`config.mk`:
```
export PLATFORM = sky130hd
export DESIGN_NAME = file_transfer_session_controller_top
export DESIGN_NICKNAME = d
export VERILOG_FILES = /design/src/hw/rtl/fts_pkg.sv /design/src/hw/rtl/fts_step.sv /design/src/hw/rtl/file_transfer_session_controller_top.sv
export SDC_FILE = /design/constraint.sdc
export NUM_CORES = 1
export LEC_CHECK = 0
export ABC_AREA = 1
export BUFFER_PORTS_ARGS = -buffer_cell sky130_fd_sc_hd__buf_2
export CAP_MARGIN = 5
export CORE_UTILIZATION = 60
export DETAILED_ROUTE_END_ITERATION = 8
export HOLD_SLACK_MARGIN = 0.15
export PLACE_DENSITY_LB_ADDON = 0.1
export SETUP_SLACK_MARGIN = 0.4
export SLEW_MARGIN = 5
export SYNTH_ARGS = -nofsm -noshare
export SYNTH_HDL_FRONTEND = slang
export SYNTH_SLANG_ARGS = --single-unit
export TNS_END_PERCENT = 5
```
`constraint.sdc`:
```
create_clock -name clk -period 4.9 [get_ports clk]
set_clock_uncertainty 0.15 [all_clocks]
set_input_delay 0.98 -clock clk [delete_from_list [all_inputs] [get_ports clk]]
set_output_delay 0.98 -clock clk [all_outputs]
set_load 0.005 [all_outputs]
```
`src/hw/rtl/fts_pkg.sv`:
```
// fts_pkg: shared codes and types of the file transfer session controller
// event, phase, status, action and history mark codes, register indexes, step structs
// no dependencies
package fts_pkg;

  localparam int TimeWidthDefault = 32;
  localparam int CfgWidth         = 16;
  localparam int CfgIndexWidth    = 2;
  localparam int InDataWidth      = 40;
  localparam int OutDataWidth     = 16;

  // register indexes
  localparam logic [CfgIndexWidth-1:0] REG_CONNECTED       = 2'd0;
  localparam logic [CfgIndexWidth-1:0] REG_SEND            = 2'd1;
  localparam logic [CfgIndexWidth-1:0] REG_CONNECT_REQUEST = 2'd2;

  localparam logic [CfgWidth-1:0] CONNECTED_RESET       = 16'd60;
  localparam logic [CfgWidth-1:0] SEND_RESET            = 16'd120;
  localparam logic [CfgWidth-1:0] CONNECT_REQUEST_RESET = 16'd90;

  // events
  localparam logic [3:0] OP_CANCEL      = 4'd0;
  localparam logic [3:0] OP_PTT         = 4'd1;
  localparam logic [3:0] OP_FILE_OK     = 4'd2;
  localparam logic [3:0] OP_AUTH_CMD    = 4'd3;
  localparam logic [3:0] OP_AUTH_ERR    = 4'd4;
  localparam logic [3:0] OP_FILE_ERR    = 4'd5;
  localparam logic [3:0] OP_CANCEL_WAIT = 4'd6;
  localparam logic [3:0] OP_DISC        = 4'd7;
  localparam logic [3:0] OP_NEWSTATE    = 4'd8;
  localparam logic [3:0] OP_TICK        = 4'd9;
  localparam logic [3:0] OP_RCV_START   = 4'd10;
  localparam logic [3:0] OP_RCV_FRAME   = 4'd11;
  localparam logic [3:0] OP_RCV_DONE    = 4'd12;
  localparam logic [3:0] OP_START       = 4'd13;

  // phases
  localparam logic [3:0] PH_IDLE         = 4'd0;
  localparam logic [3:0] PH_CONNECTED    = 4'd1;
  localparam logic [3:0] PH_AUTH_REPLY   = 4'd2;
  localparam logic [3:0] PH_SEND_WAIT_OK = 4'd3;
  localparam logic [3:0] PH_SEND_WAIT    = 4'd4;
  localparam logic [3:0] PH_SENDING      = 4'd5;
  localparam logic [3:0] PH_RCV_WAIT_OK  = 4'd6;
  localparam logic [3:0] PH_RCV_WAIT     = 4'd7;
  localparam logic [3:0] PH_RECEIVING    = 4'd8;

  // status codes
  localparam logic [3:0] ST_NONE         = 4'd0;
  localparam logic [3:0] ST_CANCELLED    = 4'd1;
  localparam logic [3:0] ST_SENDING      = 4'd2;
  localparam logic [3:0] ST_AUTH_BUSY    = 4'd3;
  localparam logic [3:0] ST_AUTH_FAIL    = 4'd4;
  localparam logic [3:0] ST_SEND_ERR     = 4'd5;
  localparam logic [3:0] ST_DISCONNECTED = 4'd6;
  localparam logic [3:0] ST_REFRESH      = 4'd7;
  localparam logic [3:0] ST_SEND_TIMEOUT = 4'd8;
  localparam logic [3:0] ST_SEND_ACK     = 4'd9;
  localparam logic [3:0] ST_SEND_DONE    = 4'd10;
  localparam logic [3:0] ST_RECEIVING    = 4'd11;
  localparam logic [3:0] ST_RCV_TIMEOUT  = 4'd12;
  localparam logic [3:0] ST_RCV_ERR      = 4'd13;
  localparam logic [3:0] ST_RCV_DONE     = 4'd14;

  // actions
  localparam logic [2:0] ACT_NONE       = 3'd0;
  localparam logic [2:0] ACT_ABORT      = 3'd1;
  localparam logic [2:0] ACT_DISC       = 3'd2;
  localparam logic [2:0] ACT_AUTH_REPLY = 3'd3;
  localparam logic [2:0] ACT_AUTH_ERR   = 3'd4;
  localparam logic [2:0] ACT_SEND_CMD   = 3'd5;
  localparam logic [2:0] ACT_FEED       = 3'd6;

  // history marks
  localparam logic [1:0] MARK_NONE   = 2'd0;
  localparam logic [1:0] MARK_CANCEL = 2'd1;
  localparam logic [1:0] MARK_DONE   = 2'd2;

  typedef struct packed {
    logic [CfgWidth-1:0] connected_secs;
    logic [CfgWidth-1:0] send_secs;
    logic [CfgWidth-1:0] connect_request_secs;
  } fts_cfg_t;

  typedef struct packed {
    logic [3:0] op;
    logic [3:0] start_phase;
    logic       ptt_active;
    logic       link_disconnected;
    logic [31:0] now_seconds;
    logic       buffer_nonempty;
    logic       more_to_send;
  } fts_event_t;

  typedef struct packed {
    logic [3:0] next_phase;
    logic [3:0] status_code;
    logic [2:0] action;
    logic [1:0] history_mark;
  } fts_result_t;

  typedef struct packed {
    logic                load_base;
    logic                load_timeout;
    logic [CfgWidth-1:0] timeout_secs;
  } fts_update_t;

endpackage

```
`src/hw/rtl/fts_step.sv`:
```
// fts_step: next-phase decode of the file transfer session controller
// combinational: one event plus current state gives the result and the timer update
// depends on fts_pkg
module fts_step #(
  parameter int TIME_WIDTH = fts_pkg::TimeWidthDefault
) (
  input  logic [3:0]                   phase,
  input  logic [TIME_WIDTH-1:0]        timer_base,
  input  logic [fts_pkg::CfgWidth-1:0] timeout_secs,
  input  fts_pkg::fts_cfg_t            cfg,
  input  fts_pkg::fts_event_t          ev,
  output fts_pkg::fts_result_t         res,
  output fts_pkg::fts_update_t         upd
);
  import fts_pkg::*;

  logic [TIME_WIDTH-1:0] now_t;
  logic [TIME_WIDTH-1:0] elapsed;
  logic                  timed_out;
  logic                  snd;
  logic                  rcv;
  logic [1:0]            snd_mark;

  // modular elapsed time, wraps at 2^TIME_WIDTH
  assign now_t     = TIME_WIDTH'(ev.now_seconds);
  assign elapsed   = now_t - timer_base;
  assign timed_out = elapsed > TIME_WIDTH'(timeout_secs);
  assign snd       = (phase >= PH_SEND_WAIT_OK) && (phase <= PH_SENDING);
  assign rcv       = (phase >= PH_RCV_WAIT_OK) && (phase <= PH_RECEIVING);
  assign snd_mark  = snd ? MARK_CANCEL : MARK_NONE;

  always_comb begin
    res.next_phase   = phase;
    res.status_code  = ST_NONE;
    res.action       = ACT_NONE;
    res.history_mark = MARK_NONE;
    upd.load_base    = 1'b0;
    upd.load_timeout = 1'b0;
    upd.timeout_secs = cfg.connected_secs;

    if (ev.op == OP_START) begin
      if ((ev.start_phase >= PH_SEND_WAIT_OK) && (ev.start_phase <= PH_RECEIVING)) begin
        res.next_phase   = ev.start_phase;
        upd.load_base    = 1'b1;
        upd.load_timeout = 1'b1;
      end
    end else if (snd || rcv) begin
      case (ev.op)
        OP_CANCEL: begin
          res.next_phase   = PH_IDLE;
          res.status_code  = ST_CANCELLED;
          res.action       = ACT_ABORT;
          res.history_mark = snd_mark;
        end
        OP_PTT: begin
          upd.load_base = ev.ptt_active;
        end
        OP_DISC, OP_NEWSTATE: begin
          if ((ev.op == OP_NEWSTATE) && !ev.link_disconnected) begin
            upd.load_base    = 1'b1;
            upd.load_timeout = 1'b1;
            res.status_code  = ST_REFRESH;
          end else begin
            res.next_phase   = PH_IDLE;
            res.status_code  = ST_DISCONNECTED;
            res.action       = ACT_DISC;
            res.history_mark = snd_mark;
          end
        end
        OP_CANCEL_WAIT: begin
          if ((phase != PH_SENDING) && (phase != PH_RECEIVING)) begin
            res.next_phase   = PH_CONNECTED;
            res.status_code  = ST_CANCELLED;
            res.history_mark = snd_mark;
            upd.load_base    = 1'b1;
            upd.load_timeout = 1'b1;
          end
        end
        OP_FILE_OK: begin
          if (phase == PH_SEND_WAIT_OK) begin
            upd.load_base    = 1'b1;
            upd.load_timeout = 1'b1;
            upd.timeout_secs = cfg.connect_request_secs;
            res.next_phase   = PH_SENDING;
            res.status_code  = ST_SENDING;
            res.action       = ACT_SEND_CMD;
          end else if (phase == PH_SENDING) begin
            upd.load_base    = 1'b1;
            upd.load_timeout = 1'b1;
            res.next_phase   = PH_CONNECTED;
            res.status_code  = ST_SEND_ACK;
            res.history_mark = MARK_DONE;
          end
        end
        OP_AUTH_CMD: begin
          if ((phase == PH_SEND_WAIT_OK) || (phase == PH_RCV_WAIT)) begin
            upd.load_base    = 1'b1;
            upd.load_timeout = 1'b1;
            upd.timeout_secs = cfg.send_secs;
            res.next_phase   = PH_AUTH_REPLY;
            res.status_code  = ST_AUTH_BUSY;
            res.action       = ACT_AUTH_REPLY;
          end
        end
        OP_AUTH_ERR: begin
          if ((phase == PH_SEND_WAIT_OK) || (phase == PH_RCV_WAIT)) begin
            upd.load_base    = 1'b1;
            upd.load_timeout = 1'b1;
            res.next_phase   = PH_CONNECTED;
            res.status_code  = ST_AUTH_FAIL;
            res.action       = ACT_AUTH_ERR;
            res.history_mark = snd_mark;
          end
        end
        OP_FILE_ERR: begin
          if ((phase == PH_SEND_WAIT_OK) || (phase == PH_SENDING)) begin
            upd.load_base    = 1'b1;
            upd.load_timeout = 1'b1;
            res.next_phase   = PH_CONNECTED;
            res.status_code  = ST_SEND_ERR;
            res.history_mark = MARK_CANCEL;
          end else if ((phase == PH_RCV_WAIT) || (phase == PH_RECEIVING)) begin
            upd.load_base    = 1'b1;
            upd.load_timeout = 1'b1;
            res.next_phase   = PH_CONNECTED;
            res.status_code  = ST_RCV_ERR;
          end
        end
        OP_RCV_START: begin
          if (phase == PH_RCV_WAIT) begin
            upd.load_base    = 1'b1;
            upd.load_timeout = 1'b1;
            res.next_phase   = PH_RECEIVING;
            res.status_code  = ST_RECEIVING;
          end
        end
        OP_RCV_FRAME: begin
          if (phase == PH_RECEIVING) begin
            upd.load_base    = 1'b1;
            upd.load_timeout = 1'b1;
            res.status_code  = ST_RECEIVING;
          end
        end
        OP_RCV_DONE: begin
          if (phase == PH_RECEIVING) begin
            upd.load_base    = 1'b1;
            upd.load_timeout = 1'b1;
            res.next_phase   = PH_CONNECTED;
            res.status_code  = ST_RCV_DONE;
          end
        end
        OP_TICK: begin
          if ((phase == PH_SEND_WAIT) && ev.buffer_nonempty) begin
            upd.load_base    = 1'b1;
            upd.load_timeout = 1'b1;
            upd.timeout_secs = cfg.send_secs;
            res.next_phase   = PH_SENDING;
            res.status_code  = ST_SENDING;
            res.action       = ACT_SEND_CMD;
          end else if ((phase == PH_RCV_WAIT_OK) && !ev.buffer_nonempty) begin
            upd.load_base    = 1'b1;
            upd.load_timeout = 1'b1;
            upd.timeout_secs = cfg.send_secs;
            res.next_phase   = PH_RECEIVING;
            res.status_code  = ST_RECEIVING;
          end else begin
            // sending always feeds, even when the same tick times out
            if (phase == PH_SENDING) begin
              res.action = ACT_FEED;
            end
            if ((phase == PH_SENDING) && !ev.more_to_send) begin
              res.status_code = ST_SEND_DONE;
            end else if (timed_out) begin
              upd.load_base    = 1'b1;
              upd.load_timeout = 1'b1;
              res.next_phase   = PH_CONNECTED;
              res.status_code  = snd ? ST_SEND_TIMEOUT : ST_RCV_TIMEOUT;
              res.history_mark = snd_mark;
            end
          end
        end
        default: begin
        end
      endcase
    end
  end

endmodule

```
`src/hw/rtl/file_transfer_session_controller_top.sv`:
```
// file_transfer_session_controller_top: event-driven send/receive session controller
// input register, fts_step decode, result register, timeout registers
// depends on fts_pkg and fts_step
//
// Usage:
//   Events enter on the s_axis channel: s_axis_tuser carries the event code,
//   s_axis_tdata the event arguments and the current time in seconds. Each
//   event gives exactly one result on m_axis: next phase, status, action and
//   history mark. The three timeouts are to be written on the cfg port only
//   while no event is in flight; the block itself does not enforce this. An
//   index of 3 is ignored. An input transfer passes the input register, then
//   the decode into the result register, which raises m_axis_tvalid.
//   Throughput is one event per cycle unless the receiver stalls; phase, timer
//   base and timeout update at the same edge that loads the result register,
//   so the next event in the input register already sees them.
//   When the receiver stalls, the result register holds and the input
//   register still takes one more event; s_axis_tready drops only while both
//   are full.
//   Synchronous reset returns to phase idle with timer base and timeout zero,
//   loads the timeout registers with 60, 120 and 90 seconds and empties both
//   registers of the pipe.
module file_transfer_session_controller_top #(
  parameter int TIME_WIDTH = fts_pkg::TimeWidthDefault
) (
  input  logic                                clk,
  input  logic                                rst,
  // event channel
  input  logic                                s_axis_tvalid,
  output logic                                s_axis_tready,
  // tdata, lowest bit up: start_phase[3:0], ptt_active[4], link_disconnected[5],
  // now_seconds[37:6], buffer_nonempty[38], more_to_send[39]
  input  logic [fts_pkg::InDataWidth-1:0]     s_axis_tdata,
  // tuser, lowest bit up: op[3:0]
  input  logic [3:0]                          s_axis_tuser,
  // result channel
  output logic                                m_axis_tvalid,
  input  logic                                m_axis_tready,
  // tdata, lowest bit up: next_phase[3:0], status_code[7:4], action[10:8],
  // history_mark[12:11], zero fill[15:13]
  output logic [fts_pkg::OutDataWidth-1:0]    m_axis_tdata,
  // configuration writes
  input  logic                                cfg_wr_en,
  input  logic [fts_pkg::CfgIndexWidth-1:0]   cfg_index,
  input  logic [fts_pkg::CfgWidth-1:0]        cfg_wr_data
);
  import fts_pkg::*;

  fts_cfg_t                cfg;
  logic                    in_valid;
  logic [3:0]              in_op;
  logic [InDataWidth-1:0]  in_data;
  fts_event_t              ev;
  logic                    advance;
  logic [3:0]              phase;
  logic [TIME_WIDTH-1:0]   timer_base;
  logic [CfgWidth-1:0]     timeout_secs;
  fts_result_t             res;
  fts_update_t             upd;

  always_ff @(posedge clk) begin
    if (rst) begin
      cfg.connected_secs       <= CONNECTED_RESET;
      cfg.send_secs            <= SEND_RESET;
      cfg.connect_request_secs <= CONNECT_REQUEST_RESET;
    end else if (cfg_wr_en) begin
      unique case (cfg_index)
        REG_CONNECTED:       cfg.connected_secs       <= cfg_wr_data;
        REG_SEND:            cfg.send_secs            <= cfg_wr_data;
        REG_CONNECT_REQUEST: cfg.connect_request_secs <= cfg_wr_data;
        default: begin
        end
      endcase
    end
  end

  assign advance       = in_valid && (!m_axis_tvalid || m_axis_tready);
  assign s_axis_tready = !in_valid || !m_axis_tvalid || m_axis_tready;

  always_ff @(posedge clk) begin
    if (rst) begin
      in_valid <= 1'b0;
    end else if (s_axis_tready) begin
      in_valid <= s_axis_tvalid;
    end
    if (s_axis_tvalid && s_axis_tready) begin
      in_op   <= s_axis_tuser;
      in_data <= s_axis_tdata;
    end
  end

  assign ev.op                = in_op;
  assign ev.start_phase       = in_data[3:0];
  assign ev.ptt_active        = in_data[4];
  assign ev.link_disconnected = in_data[5];
  assign ev.now_seconds       = in_data[37:6];
  assign ev.buffer_nonempty   = in_data[38];
  assign ev.more_to_send      = in_data[39];

  fts_step #(
    .TIME_WIDTH (TIME_WIDTH)
  ) u_step (
    .phase        (phase),
    .timer_base   (timer_base),
    .timeout_secs (timeout_secs),
    .cfg          (cfg),
    .ev           (ev),
    .res          (res),
    .upd          (upd)
  );

  // session state moves with the transfer into the result register
  always_ff @(posedge clk) begin
    if (rst) begin
      phase         <= PH_IDLE;
      timer_base    <= '0;
      timeout_secs  <= '0;
      m_axis_tvalid <= 1'b0;
    end else begin
      if (advance) begin
        phase <= res.next_phase;
        if (upd.load_base) begin
          timer_base <= TIME_WIDTH'(ev.now_seconds);
        end
        if (upd.load_timeout) begin
          timeout_secs <= upd.timeout_secs;
        end
        m_axis_tvalid <= 1'b1;
      end else if (m_axis_tready) begin
        m_axis_tvalid <= 1'b0;
      end
    end
    if (advance) begin
      m_axis_tdata <= {3'b000, res.history_mark, res.action, res.status_code, res.next_phase};
    end
  end

endmodule

```
==> results of run 1 <==
-- metrics by stage --
stage | hold WS (ps) | power [mW] | utilization, %
3_5_place_dp | 293 | 2.04 | 64.7
6_report | 306 | 3.38 | 68.6
5_1_grt | 328 | 3.54 | 68.6
3_3_place_gp | 290 | 2.03 | 64.7
4_1_cts | 309 | 3.39 | 68.4
2_1_floorplan | 279 | 1.89 | -
-- final cells by class --
| type | instances | area, sq um |
|---|---|---|
| fillers | 1381 | 4970 |
| multi-input cells | 952 | 4820 |
| flip-flops and latches | 159 | 3750 |
| inverters | 255 | 962 |
| clock buffers | 19 | 454 |
| repair buffers | 87 | 454 |
| well taps | 216 | 270 |
| clock inverters | 13 | 141 |
-- path summary, 6_finish.rpt --
check	endpoint	slack, ps	cells past startpoint
max	timer_base[26]$_SDFFE_PP0P_	830	30
min	cfg[15]$_SDFFE_PP0P_	310	2
max reg2reg	timer_base[26]$_SDFFE_PP0P_	830	30
min reg2reg	cfg[15]$_SDFFE_PP0P_	310	2
-- cells by family (layout without fill, tap and decap cells) --
logic type	after synthesis	in the layout	share of synthesized area [%]
buffers and inverters	287	374	11.9
other	1	3	0.0387
AO/OA/AOI/OAI	210	210	12.5
AND/OR/NAND/NOR	676	676	29.2
flip-flops	159	159	38.7
adder cells (fa/ha/maj)	48	48	6.27
XOR/XNOR	15	15	1.35
-- synth_stat cells (3+ instances only) --
master	n	area (sq um)
a211oi_1	3	22.5
a21oi_1	61	305
a21oi_2	10	87.6
a31oi_1	4	25.0
a32oi_1	3	26.3
buf_2	3	15.0
buf_4	4	30.0
buf_6	8	90.1
clkbuf_1	17	63.8
dfxtp_1	102	2040
edfxtp_1	57	1710
ha_1	47	588
inv_1	240	901
inv_2	13	48.8
nand2_1	368	1380
nand2_2	10	62.6
nand3_1	53	265
nand4_1	8	50.1
nor2_1	176	661
nor2_2	40	250
nor3_1	7	35.0
o211ai_1	22	165
o21ai_0	50	250
o21ai_1	44	220
o21bai_1	3	22.5
o31ai_1	4	30.0
xor2_1	13	114
-- routing by layer --
layer  track usage [%]  vias up  wire, microns
met5                 0        -              0
met4              9.41        0            474
met3              5.45       45           1480
met2              47.8      294          10500
met1              42.0     4022          11500
li1                  -     4543              -
-- power by group through the flow --
stage | clock (mW) | combinational, mW | sequential [mW]
2_1_floorplan | 0 | 0.406 | 1.49
3_3_place_gp | 0 | 0.539 | 1.49
3_5_place_dp | 0 | 0.548 | 1.49
4_1_cts | 1.37 | 0.553 | 1.46
5_1_grt | 1.43 | 0.640 | 1.47
6_report | 1.35 | 0.561 | 1.47
-- critical path: cells and delay by family, from the launching register on --
| family | cells | cell delay [ps] |
|---|---|---|
| flops | 1 | 350 |
| buf+inv | 4 | 420 |
| simple gates | 20 | 1860 |
| fa+ha+maj | 3 | 900 |
| compound gates | 2 | 140 |
| xor+xnor | 1 | 190 |
-- sequential cells by signal (all words and copies together), names as in the netlist --
signal,count
in_valid,1
timeout_secs,16
cfg,48
phase,4
m_axis_tdata,13
timer_base,32
in_op,4
in_data,40
m_axis_tvalid,1
==> impl_results.md, run 1 <==
* First-pass GRT wire length at 39200 microns
* Yosys warning total at 0
* Routed Antenna Nets at 0
* CTS clk-pin slew, worst paths at 70 ps
* Height of the die at 129 microns
* Internal at 2.38 mW
* Syn Area/Cell at 6.95 sq um
* Dpl cell area at 10200 sq um
* Vias in the first global route at 8085
* Startpoint Class: flop
* Main synth FF type: dfxtp_1
* Hold Crit Class: flop to flop
* P&R area growth vs syn at 12.0%
* Clk_lat worst skew at 440 ps
* RSZ-0062 raised after global routing: yes
* Setup TNS at 0 ps
* Most used cell, CP: nand2_1
* Max Freq at 246 MHz
* DRT Pass-1 Iters at 5
* Initial core utilization at 61.3%
* DR WL/cell at 14.1 microns
* N_diodes at 0
* Die Wd at 129 microns
* Min Tclk post-route at 4070 ps
* Clock Power Share at 40.0%
* Post-Syn Instances at 1396
* Post-Syn Area at 9700 sq um
* Fin. Hold Viols at 0
* Distinct cells, synth at 46
* Most frequent cells in the layout: nand2_1 (368), inv_1 (239), nor2_1 (175)
* Initial antenna violation count at 0
* Grt ovf at 0
* Gp weighted congestion at 0.963
* Core region area at 15800 sq um
* Reg power frac at 43.4%
* CP required at 5110 ps
* Post CTS Setup Buffer Count at 0
* Largest net degree at the start of global routing at 78
* Tot GR Track Use at 30.3%
* DRC viols at 0
* Pre-CTS setup slack at 755 ps
* RR Startpoint: in_data[6]$_DFFE_PP_
* CTS Buffer Depth at 2
* Layout cells sized above 1 at 13.7%
* Logic pwr share at 16.6%
* TritonCTS clock tree: yes
* Crit Path Class: flop to flop
* Commonest non-fill, non-tap cell in the layout: nand2_1
* Status: complete, no violations
* DR vias/cell at 5.23
* Hold_sp: cfg[15]$_SDFFE_PP0P_
* Initial DRC Count at 994
* Slew Limit Fails at 0
* Seq/Total Area, Yosys at 38.7%
* CTS Buf Count at 17
* CP max stage delay at 420 ps
* Post-CTS sizing at 0
* CP startpoint: in_data[6]$_DFFE_PP_
* P_leak at 5.26 nW
* Post-route cell area at 10900 sq um
* Crit-path max FO at 17
* Root Buffer: clkbuf_16
* DP Wirelength at 17400 microns
* Nets at 1587
* Sw frac at 29.5%
* DIE AREA at 16700 sq um
* Post-synth EDFFs at 57
* Final wirelength at 23900 microns
* Worst slew margin at 39.6%
* Type of element capturing the critical path: flop
* Num Clock Sinks at 159
* Non-filler cells, final at 1701
* Via count at 8904
* # rows at 46
* IO Pins at 85
* Worst-Margin Slew at 903 ps
* Max IR drop VDD at 0.000288 V
* Slowest cell on crit path: fa_1
* H-tree depth at 4
* Max-Cap Viols at 0
* # hold bufs at CTS at 0
* Total instance count after detailed placement at 1669
* Final setup fails at 0
* Crit path DAT at 4290 ps
* PortBufs at 81
* Switching power at 997 uW
* Pwr Density at 311 nW/um^2
* Asr flop ratio synth at 0%
* Final Worst Setup Slack at 828 ps
* Fin crit share at 83.1%
* #FFs+latches synth at 159
(Power assumes the default switching activity.)
==> run 2: changes to the inputs <==
Settings changed: CORE_UTILIZATION 60 to 55.
Clock period 4.9 ns to 3.45 ns, I/O delays scaled along.
==> run 2 against run 1 <==
The run now ends with setup timing left. Critical path type unchanged. Sequential cell count is the same. Count of clock-buffer cells in the layout shrank 1. Core utilization up 1.4 points. Die area grew 8.9%. Via count is 3.3% higher. Hold slack got worse by 27 ps. Clock power rose by 41%. Non-clock buffer count rose by 93. Critical path depth fell by 2. Routed wire length is 8.1% higher. Power up 47%. Worst setup slack lost 1100 ps. Largest power group unchanged.
==> impl_results.md, run 2 (synthesis results as in run 1) <==
* Layout cells sized above 1 at 22.9% (was 13.7%)
* First-pass GRT wire length at 40700 microns (was 39200 microns)
* Hold Crit Class: input port to flop (was flop to flop)
* DRC viols at 0 (unchanged)
* Vias in the first global route at 8228 (was 8085)
* Commonest non-fill, non-tap cell in the layout: nand2_1 (unchanged)
* Max IR drop VDD at 0.000435 V (was 0.000288 V)
* Hold Path Cell Cnt at 1 (was 2)
* Tot GR Track Use at 28.6% (was 30.3%)
* Final setup fails at 58 (was 0)
* CP max stage delay at 460 ps (was 420 ps)
* Clk_lat worst skew at 430 ps (was 440 ps)
* Worst-Margin Slew at 890 ps (was 903 ps)
* Post-route cell area at 12100 sq um (was 10900 sq um)
* Setup TNS at -10890 ps (was 0 ps)
* Crit Path Class: flop to flop (unchanged)
* Via count at 9201 (was 8904)
* Crit path DAT at 3950 ps (was 4290 ps)
* Overall Power at 4.97 mW (was 3.38 mW)
* PortBufs at 81 (unchanged)
* Slowest cell on crit path: edfxtp_1 (was fa_1)
* Max Freq at 266 MHz (was 246 MHz)
* Nets at 1680 (was 1587)
* Gp weighted congestion at 0.928 (was 0.963)
* Largest net degree at the start of global routing at 76 (was 78)
* Grt ovf at 0 (unchanged)
* CTS Buffer Depth at 2 (unchanged)
* Initial DRC Count at 528 (was 994)
* Initial core utilization at 56.3% (was 61.3%)
* TritonCTS clock tree: yes (unchanged)
* Top Registers: cfg: 48 flops, in_data: 40 flops, timer_base: 32 flops (unchanged)
* CTS Buf Count at 17 (unchanged)
* H-tree depth at 4 (unchanged)
* Core Util, Final at 70.0% (was 68.6%)
* Fin. Hold Viols at 0 (unchanged)
* Height of the die at 135 microns (was 129 microns)
* Root Buffer: clkbuf_16 (unchanged)
* Core region area at 17200 sq um (was 15800 sq um)
* DP Wirelength at 18600 microns (was 17400 microns)
* Max-Cap Viols at 0 (unchanged)
* Routed Antenna Nets at 0 (unchanged)
* Final wirelength at 25900 microns (was 23900 microns)
* N_diodes at 0 (unchanged)
* DRT Pass-1 Iters at 7 (was 5)
* Reg-to-reg endpoint: timer_base[10]$_SDFFE_PP0P_ (was timer_base[26]$_SDFFE_PP0P_)
* Initial antenna violation count at 0 (unchanged)
* Final Worst Setup Slack at -309 ps (was 828 ps)
* Most used cell, CP: nand2_1 (unchanged)
* Failing checks: setup timing
* DIE AREA at 18200 sq um (was 16700 sq um)
* Num Clock Sinks at 159 (unchanged)
* Layout fillers at 1467 (was 1381)
* Slew Limit Fails at 0 (unchanged)
* CP required at 3640 ps (was 5110 ps)
* # hold bufs at CTS at 0 (unchanged)
* Min Tclk post-route at 3760 ps (was 4070 ps)
* Status: finished, violations left (was complete, no violations)
* Most frequent cells in the layout: nand2_1 (351), inv_1 (237), nor2_1 (167) (was nand2_1 (368), inv_1 (239), nor2_1 (175))
* # rows at 48 (was 46)
* Type of element capturing the critical path: flop (unchanged)
* RR Startpoint: in_data[18]$_DFFE_PP_ (was in_data[6]$_DFFE_PP_)
* Worst r2r path cells at 28 (was 30)
* Largest Register: cfg (unchanged)
* Largest register FFs at 48 (unchanged)
* IO Pins at 85 (unchanged)
* Worst slew margin at 40.5% (was 39.6%)
* Worst R2R Setup Slack at -310 ps (was 830 ps)
* Dpl cell area at 11000 sq um (was 10200 sq um)
* Total instance count after detailed placement at 1748 (was 1669)
* Pwr Density at 412 nW/um^2 (was 311 nW/um^2)
* DR vias/cell at 5.10 (was 5.23)
* Crit-path max FO at 6 (was 17)
* Startpoint Class: flop (unchanged)
* DR WL/cell at 14.3 microns (was 14.1 microns)
* Fin crit share at 109% (was 83.1%)
* Non-filler cells, final at 1803 (was 1701)
* P&R area growth vs syn at 24.4% (was 12.0%)
* RSZ-0062 raised after global routing: yes (unchanged)
* CTS clk-pin slew, worst paths at 70 ps (about the same)
* WHS Endpoint: in_data[22]$_DFFE_PP_ (was cfg[15]$_SDFFE_PP0P_)
* P_leak at 5.83 nW (was 5.26 nW)
* Hold_sp: s_axis_tdata[22] (was cfg[15]$_SDFFE_PP0P_)
* Die Wd at 135 microns (was 129 microns)
## run 2: cell types whose count changed in the layout (fill, tap and decap cells not counted), moves of 4 or more
cell	change
nor2_4	+5
buf_4	+86
ha_4	+13
nand3_1	-10
nand2_1	-17
buf_12	+5
nor2_1	-8
nand2_2	+13
inv_6	-4
ha_1	-14
nand2_4	+5
nand3_2	+8
a21oi_2	+4
a21oi_1	-4
## run 2: final cells by class
cell class	instances	area, sq um	share of cell area, %
clock buffer	18	439	3.64
clock inverter	14	165	1.37
inverter	255	970	8.04
multi-input combinational	952	5200	43.1
sequential	159	3750	31.1
tap	225	282	2.33
timing repair buffer	180	1250	10.4
## run 2: routing by layer
| metal | part of all wire (%) | vias to the layer above | GRT usage [%] |
|---|---|---|---|
| li1 | - | 4736 | - |
| met1 | 49 | 4161 | 41.4 |
| met2 | 44 | 281 | 44.5 |
| met3 | 6.7 | 23 | 4.47 |
| met4 | 1.1 | 0 | 6.80 |
| met5 | 0 | - | 0 |
## run 2: timing repair
item	in CTS	in global routing
gates resized for setup	18	43
pin swaps	6	20
gates cloned	0	2
endpoints found under the hold margin	0	0
setup buffers	7	14
endpoints found under the setup margin	59	59
## run 2: worst max path at each step
stage	slack (ps)	cells past startpoint	from	to
3_3_place_gp	-220	28	in_data[12]$_DFFE_PP_	timer_base[1]$_SDFFE_PP0P_
6_report	-310	28	in_data[18]$_DFFE_PP_	timer_base[10]$_SDFFE_PP0P_
3_5_place_dp	-260	28	in_data[15]$_DFFE_PP_	timer_base[11]$_SDFFE_PP0P_
4_1_cts	-120	29	in_data[15]$_DFFE_PP_	m_axis_tdata[0]$_DFFE_PP_
2_1_floorplan	150	4	m_axis_tready	in_data[0]$_DFFE_PP_
5_1_grt	-530	28	in_data[16]$_DFFE_PP_	timer_base[10]$_SDFFE_PP0P_
## run 2: critical path, delay by kind of cell (launching register included)
kind	cells	cell delay [ps]
buffers and inverters	2	180
AOI/OAI and AO/OA	2	190
xor gates and xnor gates	1	160
and+or+nand+nor	21	1880
DFF	1	460
adders and majority gates	2	630
## run 2: power breakdown
group          switching [mW]  total [mW]  internal [mW]  leakage, nW
logic                   0.579       0.985          0.405         4.14
clock network           0.905        1.91           1.00        0.298
registers              0.0501        2.08           2.03         1.39
total                    1.53        4.97           3.44         5.83
## run 2: per-stage QoR
step,worst slack [ps],hold WS (ps)
detailed placement,-262,293
global placement,-216,288
global route,-533,263
CTS,-116,266
finish,-309,279
floorplan,147,279
